==> src/hw/rtl/pgmc_pkg.sv <==
// ----------------------------------------------------------------------------
// pgmc_pkg
// Shared types, widths and constants of the polar goal motion controller.
// ----------------------------------------------------------------------------
package pgmc_pkg;

  localparam int FracBits  = 12;
  localparam int AngFrac   = 16;
  localparam int AngShift  = AngFrac - FracBits;

  localparam int InW       = 16;
  localparam int HdW       = 15;
  localparam int DW        = InW + 1;
  localparam int AngW      = 20;
  localparam int AngQW     = 19;
  localparam int WrapW     = 22;

  localparam int CfgW      = 15;
  localparam int GainW     = 16;
  localparam int CfgDataW  = 16;
  localparam int RegIdxW   = 3;

  localparam int OutW      = 20;
  localparam int NumW      = 41;
  localparam int DivShift  = 8;

  localparam int Steps     = 17;
  localparam int CW        = 34;
  localparam int ZW        = 20;
  localparam int RhoW      = Steps;
  localparam int NW        = 2 * Steps;
  localparam int CordicPre = 14;

  localparam int QDepth    = 4;

  localparam logic signed [ZW-1:0]    PiZ     = 20'sd205887;
  localparam logic signed [AngQW-1:0] TurnLim = 19'sd58983;

  localparam logic signed [WrapW-1:0] Pi1 = 22'sd205887;
  localparam logic signed [WrapW-1:0] Pi2 = 22'sd411774;
  localparam logic signed [WrapW-1:0] Pi3 = 22'sd617661;
  localparam logic signed [WrapW-1:0] Pi4 = 22'sd823548;

  localparam logic signed [ZW-1:0] AtanTab [Steps] = '{
    20'sd51472, 20'sd30386, 20'sd16055, 20'sd8150, 20'sd4091, 20'sd2047,
    20'sd1024, 20'sd512, 20'sd256, 20'sd128, 20'sd64, 20'sd32, 20'sd16,
    20'sd8, 20'sd4, 20'sd2, 20'sd1
  };

  localparam logic [CfgW-1:0]         RstGainDistance  = 15'd287;
  localparam logic signed [GainW-1:0] RstGainBearing   = 16'sd8192;
  localparam logic signed [GainW-1:0] RstGainFinalHead = -16'sd1024;
  localparam logic [CfgW-1:0]         RstWheelRadius   = 15'd133;
  localparam logic [CfgW-1:0]         RstAxleHalf      = 15'd307;
  localparam logic [CfgW-1:0]         RstMinSpeed      = 15'd819;
  localparam logic [CfgW-1:0]         RstArriveRadius  = 15'd205;

  typedef enum logic [RegIdxW-1:0] {
    RegGainDistance  = 3'd0,
    RegGainBearing   = 3'd1,
    RegGainFinalHead = 3'd2,
    RegLeftRadius    = 3'd3,
    RegRightRadius   = 3'd4,
    RegAxleHalf      = 3'd5,
    RegMinSpeed      = 3'd6,
    RegArriveRadius  = 3'd7
  } pgmc_reg_e;

  typedef struct packed {
    logic [CfgW-1:0]         gain_distance;
    logic signed [GainW-1:0] gain_bearing;
    logic signed [GainW-1:0] gain_final_heading;
    logic [CfgW-1:0]         left_wheel_radius;
    logic [CfgW-1:0]         right_wheel_radius;
    logic [CfgW-1:0]         axle_half_length;
    logic [CfgW-1:0]         min_speed;
    logic [CfgW-1:0]         arrive_radius;
  } pgmc_cfg_t;

  typedef struct packed {
    logic signed [DW-1:0]    dx;
    logic signed [DW-1:0]    dy;
    logic                    left;
    logic                    zero;
    logic signed [AngW-1:0]  ph;
    logic signed [AngW-1:0]  gh;
    logic signed [AngQW-1:0] dtheta;
  } pgmc_item_t;

  function automatic logic signed [AngQW-1:0] wrap_ang(input logic signed [WrapW-1:0] a);
    logic signed [WrapW-1:0] r;
    priority if (a > Pi3) r = a - Pi4;
    else if (a > Pi1)     r = a - Pi2;
    else if (a < -Pi3)    r = a + Pi4;
    else if (a < -Pi1)    r = a + Pi2;
    else                  r = a;
    return r[AngQW-1:0];
  endfunction

endpackage

==> src/hw/rtl/pgmc_fifo.sv <==
// ----------------------------------------------------------------------------
// pgmc_fifo
// Short queue between the classifying front and the execution pipeline.
// ----------------------------------------------------------------------------
module pgmc_fifo import pgmc_pkg::*; (
  input  logic       clk_i,
  input  logic       rst_ni,
  input  logic       push_i,
  input  pgmc_item_t data_i,
  output logic       full_o,
  input  logic       pop_i,
  output pgmc_item_t data_o,
  output logic       empty_o
);

  localparam int PtrW = $clog2(QDepth);
  localparam int CntW = $clog2(QDepth + 1);

  pgmc_item_t      mem_q [QDepth];
  logic [PtrW-1:0] wr_ptr_q, rd_ptr_q;
  logic [CntW-1:0] cnt_q;

  assign full_o  = cnt_q == CntW'(QDepth);
  assign empty_o = cnt_q == '0;
  assign data_o  = mem_q[rd_ptr_q];

  always_ff @(posedge clk_i or negedge rst_ni) begin
    if (!rst_ni) begin
      wr_ptr_q <= '0;
      rd_ptr_q <= '0;
      cnt_q    <= '0;
    end else begin
      if (push_i) wr_ptr_q <= wr_ptr_q + PtrW'(1);
      if (pop_i)  rd_ptr_q <= rd_ptr_q + PtrW'(1);
      if (push_i && !pop_i)      cnt_q <= cnt_q + CntW'(1);
      else if (pop_i && !push_i) cnt_q <= cnt_q - CntW'(1);
    end
  end

  always_ff @(posedge clk_i) begin
    if (push_i) mem_q[wr_ptr_q] <= data_i;
  end

endmodule

==> config.mk <==
export PLATFORM = sky130hd
export DESIGN_NAME = pgmc_fifo
export DESIGN_NICKNAME = d
export VERILOG_FILES = /design/src/hw/rtl/pgmc_pkg.sv /design/src/hw/rtl/pgmc_fifo.sv
export SDC_FILE = /design/constraint.sdc
export NUM_CORES = 1
export LEC_CHECK = 0
export BUFFER_PORTS_ARGS = -buffer_cell sky130_fd_sc_hd__buf_4
export CAP_MARGIN = 20
export CORE_MARGIN = 2
export CORE_UTILIZATION = 30
export DETAILED_ROUTE_END_ITERATION = 10
export PLACE_DENSITY = 0.54
export SYNTH_ARGS = -nofsm -noshare
export SYNTH_HDL_FRONTEND = slang
export SYNTH_SLANG_ARGS = --single-unit
==> constraint.sdc <==
create_clock -name clk_i -period 4.4 [get_ports clk_i]
set_input_delay 0 -clock clk_i [delete_from_list [all_inputs] [get_ports clk_i]]
set_output_delay 0 -clock clk_i [all_outputs]
set_load 0.01 [all_outputs]
==> reports/results.ini <==
[floorplanning]
core-area_um2=46460
start_util_pct=30.34
die_h_um=220.8
num_io_pins=196
die_area_um2=48740
die_width_um=220.8
row_count=79

[grt]
antenna_found_initial=3
first_global_vias=7194
grt_use_total_pct=11.96
grt_max_degree=61
grt_overflow_total=0
grt_pass1_wl_um=43010

[synthesis]
ys_warn_count=0
seq_area_frac_synth_pct=82.19
synth_nets=636
async_reset_ff_share_pct=1.809
synthCells=531
synth_edf_count=380
synth_area_per_cell_um2=26.55
yosys_register_bits=387
syn_area_um2=14100
synth_flop_cell=edfxtp_1
synth.distinct_cells=21

[detailed_routing]
via_per_inst=4.434
vias=6624
ant_nets=0
drc=0
dr.first_iter.drc_count=305
routedWlPerCell_um=19.27
totalWireLength_um=28790
drt_pass1_iterations=4

[finish]
fillerInstances=4148
postLayoutCellArea_um2=18670
multiInputGateArea_um2=2350
final_core_util_pct=40.19
final_common_cell=edfxtp_1
final_cell_mix=edfxtp_1 (380), buf_4 (202), dlygate4sd3_1 (99), mux4_2 (95), clkbuf_16 (45)
area_delta_synth_final_pct=32.46
nets=963
regArea_um2=11590
drive_gt1_share_pct=41.65

[clock_network]
root_buffer=clkbuf_16
cts_made_buffers=42
htreeDepth=2
clk_latency_ns=0.55
post-cts-setup-buffers=0
cts_tree=built
clk_path_buf_depth=3
clock-sinks=387
clkTransAtPathRegs_ns=0.06

[timing]
fin_skew_ns=0.01469
fin_tns_setup_ns=0
hold_viol=0
worstMarginPinSlew_ns=1.025
setup_viol=0
fmax_ghz=0.3510
fin_crit_sh_pct=64.74
finalCriticalPeriod_ns=2.849
rsz0062_at_grt=no
slew_violations=0
relSlewSlack_pct=31.69
whs_ns=0.1928

[min_path]
min_path_type=input port to register

[critical_path]
crit_path_frequent_cell=buf_4
crit_chain=buf_4 -> mux4_2 -> buf_4
endpoint=data_o[32]
crit_arrival_ns=2.85
worstRegToRegCells=4
reg2reg_slack_ns=2.23
critical-path-max-stage-delay_ns=0.98
path_class=register to primary output
crit_path_end_kind=primary output
cp_max_fo=40
reg2reg_from=wr_ptr_q[1]
worst_path_max_delay_cell=dfrtp_4
worstPathRequired_ns=4.40
worstReg2RegEnd=mem_q[1][31]
worst_setup_path_start_kind=register
critPathLaunch=rd_ptr_q[0]

[job]
cap_viol_max_count=0

[pwr]
p_leak_nw=6.386
ir_drop_uv=394.5
power_mw=12.11
power_density_nw_per_um2=648.5

[place]
portBuffers=195
place.gp.congestion=0.6776
placed_area_um2=16310
hpwl_um=16500

[outcome]
status=finished clean

[worst min-delay path by stage]
stage	startpoint	cells after the start	end	slack, ns
after floorplan	rst_ni	0	cnt_q[0]	-0.30
after global placement	rst_ni	1	cnt_q[1]	-0.18
after detailed placement	rst_ni	1	cnt_q[1]	-0.18
after CTS	data_i[51]	2	mem_q[3][51]	0.15
after global routing	data_i[47]	2	mem_q[2][47]	0.16
final	data_i[51]	2	mem_q[3][51]	0.19
[flip-flops by register name, indices dropped and copies added (netlist names)]
signal / cells
cnt_q: 3
mem_q: 380
wr_ptr_q: 2
rd_ptr_q: 2
[kinds of logic after synthesis]
| group | after synthesis | synth area share (%) |
|---|---|---|
| adders and majority gates | 6 | 0.5858 |
| and+or+nand+nor | 9 | 0.3461 |
| muxes | 96 | 15.26 |
| xor gates and xnor gates | 6 | 0.3728 |
| buffers and inverters | 26 | 1.207 |
| AOI/OAI and AO/OA | 1 | 0.03547 |
| DFF | 387 | 82.19 |
[synthesized netlist by cell type, types with 4 or more instances]
| library cell | number | area (um^2) |
|---|---|---|
| clkbuf_1 | 4 | 15.01 |
| and2_1 | 4 | 25.02 |
| dfrtp_1 | 7 | 175.2 |
| inv_1 | 4 | 15.01 |
| buf_2 | 12 | 60.06 |
| xor2_1 | 4 | 35.03 |
| edfxtp_1 | 380 | 11410 |
| mux4_2 | 95 | 2140 |
| ha_1 | 5 | 62.56 |
[worst max-delay path: cells and delay by family, from the launching register on]
kind     cells  cell delay, ns
buf+inv      2            0.65
flops        1            0.98
mux          1            0.58
[area by class of cell]
cell class                      instances  area share (%)
Inverter                                4         0.08041
Multi-Input combinational cell        118           12.58
Timing Repair Buffer                  305           13.86
Clock inverter                         22           1.173
Sequential cell                       387           62.09
Antenna cell                            1         0.01340
Tap cell                              607           4.068
Clock buffer                           50           6.131
[stage by stage]
| stage | worst slack [ns] | cells |
|---|---|---|
| floorplan | 1.121 | 531 |
| global placement | 2.037 | 1322 |
| finish | 1.551 | 1494 |
| global route | 1.297 | 1494 |
| detailed placement | 2.027 | 1322 |
| CTS | 1.419 | 1493 |
[repair_timing]
action / 4_1_cts / 5_1_grt
gates resized for setup: 0 / 0
endpoints found under the hold margin: 394 / 0
hold buffers: 99 / 0
[routing by layer]
metal  track usage, %  routed length, um  vias up
met5                0                 27        -
li1                 -                  -     2952
met1            14.86              11910     3465
met4            3.644                600        4
met2            20.07              14390      154
met3            3.656               1857       49
[power breakdown]
group          total (mW)  internal, mW  switching [mW]
registers            5.18          4.82           0.354
logic                3.46          1.82            1.64
clock network        3.47          2.09            1.38
Power figures use the tool's default switching activity.
