$ cat src/hw/rtl/pgmc_pkg.sv
// ----------------------------------------------------------------------------
// pgmc_pkg
// Shared types, widths and constants of the polar goal motion controller.
// ----------------------------------------------------------------------------
package pgmc_pkg;

  localparam int FracBits  = 12;
  localparam int AngFrac   = 16;
  localparam int AngShift  = AngFrac - FracBits;

  localparam int InW       = 16;
  localparam int HdW       = 15;
  localparam int DW        = InW + 1;
  localparam int AngW      = 20;
  localparam int AngQW     = 19;
  localparam int WrapW     = 22;

  localparam int CfgW      = 15;
  localparam int GainW     = 16;
  localparam int CfgDataW  = 16;
  localparam int RegIdxW   = 3;

  localparam int OutW      = 20;
  localparam int NumW      = 41;
  localparam int DivShift  = 8;

  localparam int Steps     = 17;
  localparam int CW        = 34;
  localparam int ZW        = 20;
  localparam int RhoW      = Steps;
  localparam int NW        = 2 * Steps;
  localparam int CordicPre = 14;

  localparam int QDepth    = 4;

  localparam logic signed [ZW-1:0]    PiZ     = 20'sd205887;
  localparam logic signed [AngQW-1:0] TurnLim = 19'sd58983;

  localparam logic signed [WrapW-1:0] Pi1 = 22'sd205887;
  localparam logic signed [WrapW-1:0] Pi2 = 22'sd411774;
  localparam logic signed [WrapW-1:0] Pi3 = 22'sd617661;
  localparam logic signed [WrapW-1:0] Pi4 = 22'sd823548;

  localparam logic signed [ZW-1:0] AtanTab [Steps] = '{
    20'sd51472, 20'sd30386, 20'sd16055, 20'sd8150, 20'sd4091, 20'sd2047,
    20'sd1024, 20'sd512, 20'sd256, 20'sd128, 20'sd64, 20'sd32, 20'sd16,
    20'sd8, 20'sd4, 20'sd2, 20'sd1
  };

  localparam logic [CfgW-1:0]         RstGainDistance  = 15'd287;
  localparam logic signed [GainW-1:0] RstGainBearing   = 16'sd8192;
  localparam logic signed [GainW-1:0] RstGainFinalHead = -16'sd1024;
  localparam logic [CfgW-1:0]         RstWheelRadius   = 15'd133;
  localparam logic [CfgW-1:0]         RstAxleHalf      = 15'd307;
  localparam logic [CfgW-1:0]         RstMinSpeed      = 15'd819;
  localparam logic [CfgW-1:0]         RstArriveRadius  = 15'd205;

  typedef enum logic [RegIdxW-1:0] {
    RegGainDistance  = 3'd0,
    RegGainBearing   = 3'd1,
    RegGainFinalHead = 3'd2,
    RegLeftRadius    = 3'd3,
    RegRightRadius   = 3'd4,
    RegAxleHalf      = 3'd5,
    RegMinSpeed      = 3'd6,
    RegArriveRadius  = 3'd7
  } pgmc_reg_e;

  typedef struct packed {
    logic [CfgW-1:0]         gain_distance;
    logic signed [GainW-1:0] gain_bearing;
    logic signed [GainW-1:0] gain_final_heading;
    logic [CfgW-1:0]         left_wheel_radius;
    logic [CfgW-1:0]         right_wheel_radius;
    logic [CfgW-1:0]         axle_half_length;
    logic [CfgW-1:0]         min_speed;
    logic [CfgW-1:0]         arrive_radius;
  } pgmc_cfg_t;

  typedef struct packed {
    logic signed [DW-1:0]    dx;
    logic signed [DW-1:0]    dy;
    logic                    left;
    logic                    zero;
    logic signed [AngW-1:0]  ph;
    logic signed [AngW-1:0]  gh;
    logic signed [AngQW-1:0] dtheta;
  } pgmc_item_t;

  function automatic logic signed [AngQW-1:0] wrap_ang(input logic signed [WrapW-1:0] a);
    logic signed [WrapW-1:0] r;
    priority if (a > Pi3) r = a - Pi4;
    else if (a > Pi1)     r = a - Pi2;
    else if (a < -Pi3)    r = a + Pi4;
    else if (a < -Pi1)    r = a + Pi2;
    else                  r = a;
    return r[AngQW-1:0];
  endfunction

endpackage

$ cat src/hw/rtl/pgmc_front.sv
// ----------------------------------------------------------------------------
// pgmc_front
// Input stage: registers a pose/goal transaction and classifies it into
// offsets, scaled headings, wrapped heading error and left/zero flags.
// ----------------------------------------------------------------------------
module pgmc_front import pgmc_pkg::*; (
  input  logic                   clk_i,
  input  logic                   rst_ni,
  input  logic                   in_valid_i,
  output logic                   in_ready_o,
  input  logic signed [InW-1:0]  pose_x_i,
  input  logic signed [InW-1:0]  pose_y_i,
  input  logic signed [HdW-1:0]  pose_heading_i,
  input  logic signed [InW-1:0]  goal_x_i,
  input  logic signed [InW-1:0]  goal_y_i,
  input  logic signed [HdW-1:0]  goal_heading_i,
  input  logic                   full_i,
  output logic                   push_o,
  output pgmc_item_t             item_o
);

  logic                  vld_q;
  logic signed [InW-1:0] px_q, py_q, gx_q, gy_q;
  logic signed [HdW-1:0] ph_q, gh_q;
  logic                  accept;

  assign push_o     = vld_q && !full_i;
  assign in_ready_o = !vld_q || !full_i;
  assign accept     = in_valid_i && in_ready_o;

  always_ff @(posedge clk_i or negedge rst_ni) begin
    if (!rst_ni) begin
      vld_q <= 1'b0;
    end else if (accept) begin
      vld_q <= 1'b1;
    end else if (push_o) begin
      vld_q <= 1'b0;
    end
  end

  always_ff @(posedge clk_i) begin
    if (accept) begin
      px_q <= pose_x_i;
      py_q <= pose_y_i;
      ph_q <= pose_heading_i;
      gx_q <= goal_x_i;
      gy_q <= goal_y_i;
      gh_q <= goal_heading_i;
    end
  end

  always_comb begin
    item_o.dx     = DW'(gx_q) - DW'(px_q);
    item_o.dy     = DW'(gy_q) - DW'(py_q);
    item_o.left   = item_o.dx[DW-1];
    item_o.zero   = (item_o.dx == '0) && (item_o.dy == '0);
    item_o.ph     = AngW'(ph_q) <<< AngShift;
    item_o.gh     = AngW'(gh_q) <<< AngShift;
    item_o.dtheta = wrap_ang(WrapW'(item_o.gh) - WrapW'(item_o.ph));
  end

endmodule

$ cat config.mk
export PLATFORM = sky130hd
export DESIGN_NAME = pgmc_front
export DESIGN_NICKNAME = d
export VERILOG_FILES = /design/src/hw/rtl/pgmc_pkg.sv /design/src/hw/rtl/pgmc_front.sv
export SDC_FILE = /design/constraint.sdc
export NUM_CORES = 1
export LEC_CHECK = 0
export BUFFER_PORTS_ARGS = -buffer_cell sky130_fd_sc_hd__buf_4
export CAP_MARGIN = 30
export CORE_MARGIN = 2
export CORE_UTILIZATION = 30
export DETAILED_ROUTE_END_ITERATION = 12
export SLEW_MARGIN = 5
export SYNTH_ARGS = -nofsm -noshare
export SYNTH_HDL_FRONTEND = slang
export SYNTH_SLANG_ARGS = --single-unit
$ cat constraint.sdc
create_clock -name clk_i -period 5.7 [get_ports clk_i]
set_clock_uncertainty 0.2 [all_clocks]
set_input_delay 0.285 -clock clk_i [delete_from_list [all_inputs] [get_ports clk_i]]
set_output_delay 0.285 -clock clk_i [all_outputs]
set_load 0.02 [all_outputs]
==> results of run 1 <==
## through the flow
| stage | instance area [µm²] | hold slack [ns] |
|---|---|---|
| floorplan | 6350 | -0.2106 |
| global placement | 7976 | -0.1389 |
| detailed placement | 7976 | -0.1342 |
| CTS | 9281 | 0.002670 |
| global route | 9281 | 0.01415 |
| finish | 9281 | 0.009847 |
## power by group through the flow
stage | logic [mW] | registers (mW) | clock network, mW
2_1_floorplan | 0.588 | 0.859 | 0
3_3_place_gp | 0.941 | 0.846 | 0
3_5_place_dp | 0.946 | 0.847 | 0
4_1_cts | 1.00 | 0.831 | 0.734
5_1_grt | 1.08 | 0.834 | 0.765
6_report | 0.999 | 0.830 | 0.713
## final cells by class
type	count	area (µm²)
fillers	1959	11540
repair buffers	283	2365
flip-flops and latches	95	2848
inverters	75	281.5
clock inverters	6	115.1
clock buffers	10	229.0
multi-input cells	433	3099
well taps	275	344.1
## cell families after synthesis
| kind of cell | Yosys count | share of synthesized area [%] |
|---|---|---|
| XOR/XNOR | 41 | 5.682 |
| AND/OR/NAND/NOR | 180 | 14.95 |
| multiplexers | 1 | 0.1584 |
| other | 1 | 0.05934 |
| buffers and inverters | 96 | 6.415 |
| AO/OA/AOI/OAI | 149 | 16.83 |
| flip-flops | 95 | 45.06 |
| adder cells (fa/ha/maj) | 53 | 10.85 |
## sequential cells by signal, indices dropped and copies added, names as in the netlist
register,count
gx_q,16
gh_q,15
py_q,16
px_q,16
gy_q,16
vld_q,1
ph_q,15
## critical path, stage by stage, from the launching register on
cell	delay, ns
edfxtp_1	0.37
ha_1	0.24
fa_1	0.49
inv_1	0.05
or4_1	0.49
or4_1	0.41
or4_1	0.40
or4_1	0.42
or4_1	0.53
or4_1	0.50
nor4_2	0.34
buf_4	0.20
## layer usage
layer  track usage [%]  vias to the layer above  part of all wire, %
met3             4.985                       14                  7.7
met1             16.44                     2609                   41
met2             28.62                      179                   51
li1                  -                     2837                    -
met5                 0                        -                    0
met4             4.190                        0                  1.2
## worst paths after layout
path / start / endpoint / depth (start not counted)
hold reg to reg: vld_q / vld_q / 2
min in group asynchronous: rst_ni / vld_q / 2
setup reg to reg: vld_q / gx_q[3] / 3
max in group asynchronous: rst_ni / vld_q / 2
setup / recovery: px_q[0] / item_o[59] / 11
hold / removal: full_i / vld_q / 3
## Yosys cell counts (all sizes together) (3+ instances only)
| master | count |
|---|---|
| a21boi | 5 |
| buf | 12 |
| fa | 3 |
| o31ai | 4 |
| a21oi | 20 |
| a22o | 3 |
| xor2 | 10 |
| edfxtp | 94 |
| nor3b | 6 |
| clkbuf | 9 |
| ha | 50 |
| or4 | 12 |
| or3 | 3 |
| o21bai | 4 |
| or2 | 3 |
| a311oi | 3 |
| o22ai | 6 |
| nand3 | 16 |
| nor4 | 5 |
| a2111oi | 3 |
| nor2b | 14 |
| nor3 | 17 |
| a211oi | 5 |
| nor2 | 36 |
| nand4 | 3 |
| a31oi | 9 |
| a21o | 11 |
| o211a | 3 |
| and3 | 8 |
| nand2 | 40 |
| and2 | 4 |
| inv | 75 |
| xnor2 | 31 |
| o21ai | 23 |
| a211o | 4 |
| o21a | 11 |
| o211ai | 5 |
| o311ai | 4 |
| nand2b | 8 |
| o2111ai | 4 |
| o31a | 3 |
==> key figures, run 1 <==
Run status
  – Outcome: completed

Routing
  – Antenna Nets Post-Route: 0
  – Vias: 5639
  – DRT iter0 DRCs: 201
  – TritonRoute pass-1 iters: 4
  – Wire per inst: around 15 µm
  – WL final: approximately 17 mm
  – Residual DRC: 0
  – Vias per cell: ~4.8

Worst setup path
  – CP required: ~5.2 ns
  – Flop-to-flop setup slack: around 3.4 ns
  – Crit path DAT: 4.80 ns
  – Critical path type: flop to output pin
  – Critical Path Start Type: flop
  – Crit-path max FO: 2
  – CP endpoint kind: output pin

Floorplanning
  – I/O pins: approximately 200
  – Row count: 53
  – Die area: between 0.02 and 0.025 mm²
  – Die span in x: approximately 150 µm
  – Die height: 149.1 µm
  – Core area: 0.02082 mm²
  – Initial Util: approximately 30%

Global routing
  – Global route overflow: 0
  – Gr usage total: 15.29%
  – Initial antenna violation count: 0
  – First-pass GRT wire length: 26.65 mm
  – Vias in the first global route: 5612
  – Largest net degree at the start of global routing: 54

Final layout
  – Area grow syn2layout: 46.86%
  – Antenna cells: 0
  – Most frequent cells in the layout: 187 x buf_4, 96 x dlygate4sd3_1, 94 x edfxtp_1
  – Share of cells above drive strength 1: about a quarter
  – Commonest non-fill, non-tap cell in the layout: buf_4
  – Final core occ: about 45%
  – Layout Nets: ~1000
  – Final Non-Filler Cells: ~1200

Timing
  – Setup TNS: 0 ns
  – Final worst slack: approximately 0.42 ns
  – Final setup viols: 0
  – Unrepaired setup endpoints after global routing: false
  – Slew headroom: between 30% and 40%
  – Tmin final: ~5.3 ns
  – Final period util: 92.66%
  – Max Freq: 0.1893 GHz
  – Slew at the pin closest to its max-slew limit: ~0.90 ns
  – Final Hold Fails: 0
  – Max-slew violations: 0

Pwr
  – Clock power share: approximately 28%
  – Sequential cell fraction of total power: between 30% and 40%
  – Max IR drop VDD: approximately 0.00017 V
  – Power consumption: about 2.5 mW
  – Combinational share of power: ~39%
  – Leakage: 4.035 nW
  – P_int: roughly 1.7 mW
  – Switching part of the total power: about a third
  – Sw Pwr: approximately 0.85 mW
  – Pwr/cell area: about 270 mW/mm²

Hold path
  – Hold Crit Class: input pin to flop

Clock tree
  – Clock Tree Root: clkbuf_16
  – Clock-pin slew on the worst setup and hold paths: approximately 0.070 ns
  – CTS tree: yes
  – Post-CTS Setup Inserts: 0
  – H-tree levels: 3
  – Clock Tree Buf Depth: 2
  – CTS resizes: 0
  – Cts bufs inserted: 9
  – # hold bufs at CTS: 96
  – CTS Sinks: between 90 and 100
  – Worst-skew pair later-pin latency: roughly 0.35 ns

Placed design
  – Post-Place Worst Slack: around 0.76 ns
  – DP HPWL: about 13 mm
  – Placed cell count: ~1100
  – # port buffers: 185
  – Placer Congestion: 0.8295

Logic synthesis
  – Synthesized flop and latch total: 95
  – Synth unique cells: 72
  – Post-synthesis sequential area ratio: between 40% and 50%
  – Largest cells by area after synthesis: edfxtp_1 45%, ha_1 9.9%, inv_1 4.3%
  – EDFF count, synth: 94
  – Avg Inst Size Synth: 10.26 µm²
  – Yosys top cell by area: edfxtp_1
  – Post-synth ARST share: roughly 1.1%
  – Share of the synthesized area in the top cell type: roughly 45%
  – Main synth FF type: edfxtp_1
  – Yosys warning count: 0
  – Netlist Area Pre-Place: between 0.006 and 0.007 mm²
  – Synthesized instance count: ~620

Flow run
  – Max Cap Viol: 0
No activity file was read; power rests on OpenSTA's default activity.
==> run 2: changes to the inputs <==
Settings changed: BUFFER_PORTS_ARGS -buffer_cell sky130_fd_sc_hd__buf_4 to -buffer_cell sky130_fd_sc_hd__buf_2, RECOVER_POWER from default to 25.
==> run 2 against run 1 <==
Clock-buffer cell count is the same. Register-to-register slack better by 0.02 ns. Largest cell class unchanged. Die area unchanged. Core utilization decreased by 2.4 points. Clock power fell by 15%.
==> key figures, run 2 (synthesis results as in run 1) <==
Timing
  – Max Freq: 0.1899 GHz (+0.28%)
  – Setup TNS: 0 ns (unchanged)
  – Final period util: 92.40% (-0.26 points)
  – Final setup viols: 0 (unchanged)
  – Unrepaired setup endpoints after global routing: false
  – Final Hold Fails: 0 (unchanged)
  – Slew headroom: 42.73% (+3.1 points)
  – Tmin final: 5.267 ns (-0.01474 ns)
  – Max-slew violations: 0 (unchanged)
  – Slew at the pin closest to its max-slew limit: 0.8581 ns (-0.04579 ns)

Placed design
  – DP HPWL: 12.84 mm (-2.1%)
  – Placer Congestion: 0.8181 (-1.4%)
  – # port buffers: 185 (unchanged)
  – Dpl cell area: 0.007521 mm² (-5.7%)
  – Placed cell count: 1066 (+0.094%)

Final layout
  – Final Non-Filler Cells: 1179 (+0.17%)
  – Antenna cells: 0 (unchanged)
  – Storage element area: 0.002848 mm² (unchanged)
  – Cell area after layout: 0.008775 mm² (-5.5%)
  – Layout Nets: 1050 (+0.19%)
  – Fillers: 2030 (+3.6%)
  – Most frequent cells in the layout: 182 x buf_2, 97 x dlygate4sd3_1, 94 x edfxtp_1
  – Commonest non-fill, non-tap cell in the layout: buf_2
  – Area grow syn2layout: 38.84%
  – Share of cells above drive strength 1: 23.67% (-0.27 points)
  – Area of the multi-input gates: 0.003099 mm² (unchanged)

Routing
  – Wire per inst: 14.59 µm (-0.15%)
  – Vias: 5684 (+0.80%)
  – DRT iter0 DRCs: 221 (+10%)
  – TritonRoute pass-1 iters: 4 (unchanged)
  – Residual DRC: 0 (unchanged)
  – WL final: 17.20 mm (about the same)
  – Antenna Nets Post-Route: 0 (unchanged)
  – Vias per cell: 4.821 (+0.63%)

Worst setup path
  – Reg2reg start: vld_q
  – CP endpoint kind: output pin
  – FF-to-FF path depth: 3 (unchanged)
  – Crit path DAT: 4.78 ns (-0.02 ns)
  – Crit-path max FO: 2 (unchanged)
  – CP Launch Point: px_q[0]
  – CP required: 5.22 ns (about the same)
  – Critical Path Start Type: flop
  – Critical Path End: item_o[59]
  – Critical path type: flop to output pin
  – Flop-to-flop setup slack: 3.44 ns (+0.02 ns)
  – R2R Path End: gx_q[15]

Hold path
  – Hold Crit Class: input pin to async pin

Floorplanning
  – Die area: 0.02224 mm² (unchanged)
  – Die span in x: 149.1 µm (unchanged)
  – Initial Util: 30.35% (unchanged)
  – Row count: 53 (unchanged)
  – Die height: 149.1 µm (unchanged)
  – Core area: 0.02082 mm² (unchanged)
  – I/O pins: 195 (unchanged)

Clock tree
  – Worst-skew pair later-pin latency: 0.35 ns (about the same)
  – Cts bufs inserted: 9 (unchanged)
  – H-tree levels: 3 (unchanged)
  – CTS tree: yes
  – Clock Tree Root: clkbuf_16
  – Clock Tree Buf Depth: 2 (unchanged)
  – CTS Sinks: 95 (unchanged)
  – Clock-pin slew on the worst setup and hold paths: 0.08 ns (about the same)

Global routing
  – Largest net degree at the start of global routing: 61 (+13%)
  – Initial antenna violation count: 0 (unchanged)
  – First-pass GRT wire length: 27.20 mm (+2.0%)
  – Gr usage total: 15.48% (+0.19 points)
  – Vias in the first global route: 5633 (+0.37%)
  – Global route overflow: 0 (unchanged)

Pwr
  – Max IR drop VDD: 0.0001710 V (-0.63%)
  – Pwr/cell area: 267.8 mW/mm² (-2.2%)
  – Leakage: 3.855 nW (-4.5%)

Flow run
  – Max Cap Viol: 0 (unchanged)

Run status
  – Outcome: completed
## run 2: cell types whose count changed in the layout (fill, tap and decap cells not counted), sizes merged
cell	delta
dlygate4sd3	+1
clkbuf	+3
buf	-2
bufinv	-3
clkinvlp	-1
clkinv	+1
inv	+3
## run 2: repair_timing
action                    in CTS  in global routing
gates resized for setup        0                  0
hold buffers                  97                  0
buffers inserted               0                  0
hold endpoints to repair      96                  0
## run 2: final cells by class
type                       instances  share of cell area [%]
clock buffer                      10                   2.609
tap                              275                   3.921
sequential                        95                   32.45
timing repair buffer             285                   21.83
inverter                          75                   3.208
multi-input combinational        433                   35.32
clock inverter                     6                  0.6559
## run 2: per-stage QoR
step	total power [mW]	setup slack, ns	utilization (%)	hold slack, ns
3_5_place_dp	1.703	0.7565	36.12	-0.1337
5_1_grt	2.494	0.1680	42.14	0.01738
4_1_cts	2.380	0.3479	42.16	0.01030
6_report	2.350	0.4333	42.14	0.02502
3_3_place_gp	1.702	0.7746	36.12	-0.1390
2_1_floorplan	1.447	0.9658	-	-0.2106
## run 2: worst min-delay path by stage
| stage | end | cells past startpoint | startpoint | slack (ns) |
|---|---|---|---|---|
| floorplan | vld_q | 0 | rst_ni | -0.21 |
| global placement | vld_q | 1 | rst_ni | -0.14 |
| detailed placement | vld_q | 1 | rst_ni | -0.13 |
| CTS | vld_q | 2 | rst_ni | 0.01 |
| global route | vld_q | 2 | rst_ni | 0.02 |
| finish | vld_q | 2 | rst_ni | 0.03 |
## run 2: worst max-delay path, stage by stage (launching register included)
cell and delay [ns]:
edfxtp_1 0.37, ha_1 0.25, fa_1 0.49, inv_1 0.05, or4_1 0.49, or4_1 0.42
or4_1 0.40, or4_1 0.42, or4_1 0.53, or4_1 0.50, nor4_2 0.30, buf_2 0.22
## run 2: power by group
group	internal, mW	switching, mW	leakage (nW)
sequential	0.815	0.0155	0.906
combinational	0.360	0.551	2.81
clock	0.309	0.299	0.142
## run 2: layer usage
metal  vias up  track usage (%)  part of all wire [%]
li1       2826                -                     -
met1      2653            16.72                    40
met2       188            29.17                    51
met3        17            4.862                   8.2
met4         0            3.905                   1.2
met5         -                0                     0
==> run 3: changes to the inputs <==
Settings changed: CORE_UTILIZATION 30 to 52, PLACE_DENSITY from default to 0.81.
==> run 3 against run 2 <==
First-iteration DRC count grew to 2.6 times the previous value. Critical path depth stayed put. Hold slack improved by 0.039 ns. Global-route usage rose by 12 points. Core utilization rose by 30 points. Sequential power is essentially flat. Critical path type unchanged. Largest cell class unchanged.
==> key figures, run 3 (synthesis results as in run 1) <==
Clock tree
  – H-tree levels: 3 (unchanged)
  – # hold bufs at CTS: 96 (-1.0%)
  – CTS tree: yes
  – Worst-skew pair later-pin latency: 0.33 ns (-0.02 ns)
  – Post-CTS Setup Inserts: 0 (unchanged)
  – Cts bufs inserted: 9 (unchanged)
  – Clock Tree Root: clkbuf_16
  – CTS resizes: 0 (unchanged)
  – CTS Sinks: 95 (unchanged)
  – Clock-pin slew on the worst setup and hold paths: 0.06 ns (-0.02 ns)
  – Clock Tree Buf Depth: 2 (unchanged)

Final layout
  – Final core occ: 72.01% (+30 points)
  – Layout Nets: 1048 (-0.19%)
  – Share of cells above drive strength 1: 23.28% (-0.39 points)
  – Final Non-Filler Cells: 1049 (-11%)
  – Antenna cells: 0 (unchanged)
  – Cell area after layout: 0.008613 mm² (-1.8%)
  – Area grow syn2layout: 36.29%
  – Commonest non-fill, non-tap cell in the layout: buf_2
  – Most frequent cells in the layout: 182 x buf_2, 96 x dlygate4sd3_1, 94 x edfxtp_1

Timing
  – Tmin final: 5.257 ns (-0.01017 ns)
  – Slew headroom: 41.01% (-1.7 points)
  – Final worst slack: 0.4434 ns (+0.01017 ns)
  – Unrepaired setup endpoints after global routing: false
  – Max-slew violations: 0 (unchanged)
  – Final Hold Fails: 0 (unchanged)
  – Setup TNS: 0 ns (unchanged)
  – Final period util: 92.22% (-0.18 points)
  – WHS: 0.06376 ns (+0.03874 ns)
  – Slew at the pin closest to its max-slew limit: 0.8788 ns (+0.02071 ns)
  – Max Freq: 0.1902 GHz (+0.19%)
  – Final setup viols: 0 (unchanged)

Floorplanning
  – Die span in x: 114.2 µm (-23%)
  – Initial Util: 52.83% (+22 points)
  – Die height: 114.2 µm (-23%)
  – Row count: 40 (-25%)
  – Die area: 0.01305 mm² (-41%)
  – Core area: 0.01196 mm² (-43%)
  – I/O pins: 195 (unchanged)

Routing
  – Vias per cell: 5.742 (+19%)
  – TritonRoute pass-1 iters: 5 (+1)
  – Residual DRC: 0 (unchanged)
  – WL final: 17.92 mm (+4.2%)
  – DRT iter0 DRCs: 585 (+160%)
  – Antenna Nets Post-Route: 0 (unchanged)
  – Wire per inst: 17.08 µm (+17%)
  – Vias: 6023 (+6.0%)

Pwr
  – Pwr/cell area: 272.1 mW/mm² (+1.6%)
  – Max IR drop VDD: 0.0002104 V (+23%)
  – Leakage: 3.847 nW (-0.21%)
  – Power consumption: 2.343 mW (-0.27%)

Global routing
  – Largest net degree at the start of global routing: 67 (+9.8%)
  – Gr usage total: 27.12% (+12 points)
  – Vias in the first global route: 5888 (+4.5%)
  – Global route overflow: 0 (unchanged)
  – First-pass GRT wire length: 27.86 mm (+2.4%)
  – Initial antenna violation count: 0 (unchanged)

Placed design
  – Dpl cell area: 0.007373 mm² (-2.0%)
  – # port buffers: 185 (unchanged)
  – Placer Congestion: 0.9120 (+11%)
  – Placed cell count: 937 (-12%)
  – Post-Place Worst Slack: 0.8414 ns (+0.08488 ns)
  – DP HPWL: 11.45 mm (-11%)

Worst setup path
  – CP Launch Point: px_q[0]
  – CP required: 5.22 ns (about the same)
  – Crit path DAT: 4.77 ns (about the same)
  – Critical Path Start Type: flop
  – Crit-path max FO: 2 (unchanged)
  – CP endpoint kind: output pin
  – Reg2reg start: vld_q
  – Critical path type: flop to output pin
  – FF-to-FF path depth: 4 (+1)

Hold path
  – Hold Crit Class: input pin to async pin

Flow run
  – Max Cap Viol: 0 (unchanged)

Run status
  – Outcome: completed
-- run 3: per-layer routing --
metal | part of all wire (%) | GRT usage, %
met3 | 9.4 | 6.723
met2 | 52 | 49.84
met1 | 36 | 29.78
met5 | 0 | 0
met4 | 2.7 | 11.30
-- run 3: report_power, final --
| part | switching (mW) | internal (mW) | total (mW) |
|---|---|---|---|
| Combinational | 0.565 | 0.360 | 0.925 |
| Sequential | 0.0164 | 0.815 | 0.832 |
| Clock | 0.248 | 0.339 | 0.587 |
| Total | 0.829 | 1.51 | 2.34 |
-- run 3: final timing paths --
check                              to  slack [ns]
setup / recovery           item_o[59]        0.44
hold / removal                  vld_q        0.06
setup reg to reg              gx_q[1]        3.74
hold reg to reg                 vld_q        0.42
max in group asynchronous       vld_q        5.11
min in group clk_i              vld_q        0.08
-- run 3: area by class of cell --
cell class	instances	area, µm²
Fill cell	827	3348
Multi-Input combinational cell	433	3099
Sequential cell	95	2848
Timing Repair Buffer	283	1918
Inverter	75	281.5
Clock buffer	12	236.5
Tap cell	147	183.9
Clock inverter	4	46.29
-- run 3: critical path, cell delays in order (launching register included) --
cell,delay (ns)
edfxtp_1,0.37
ha_1,0.23
fa_1,0.48
inv_1,0.05
or4_1,0.49
or4_1,0.41
or4_1,0.40
or4_1,0.43
or4_1,0.53
or4_1,0.50
nor4_2,0.32
buf_2,0.23
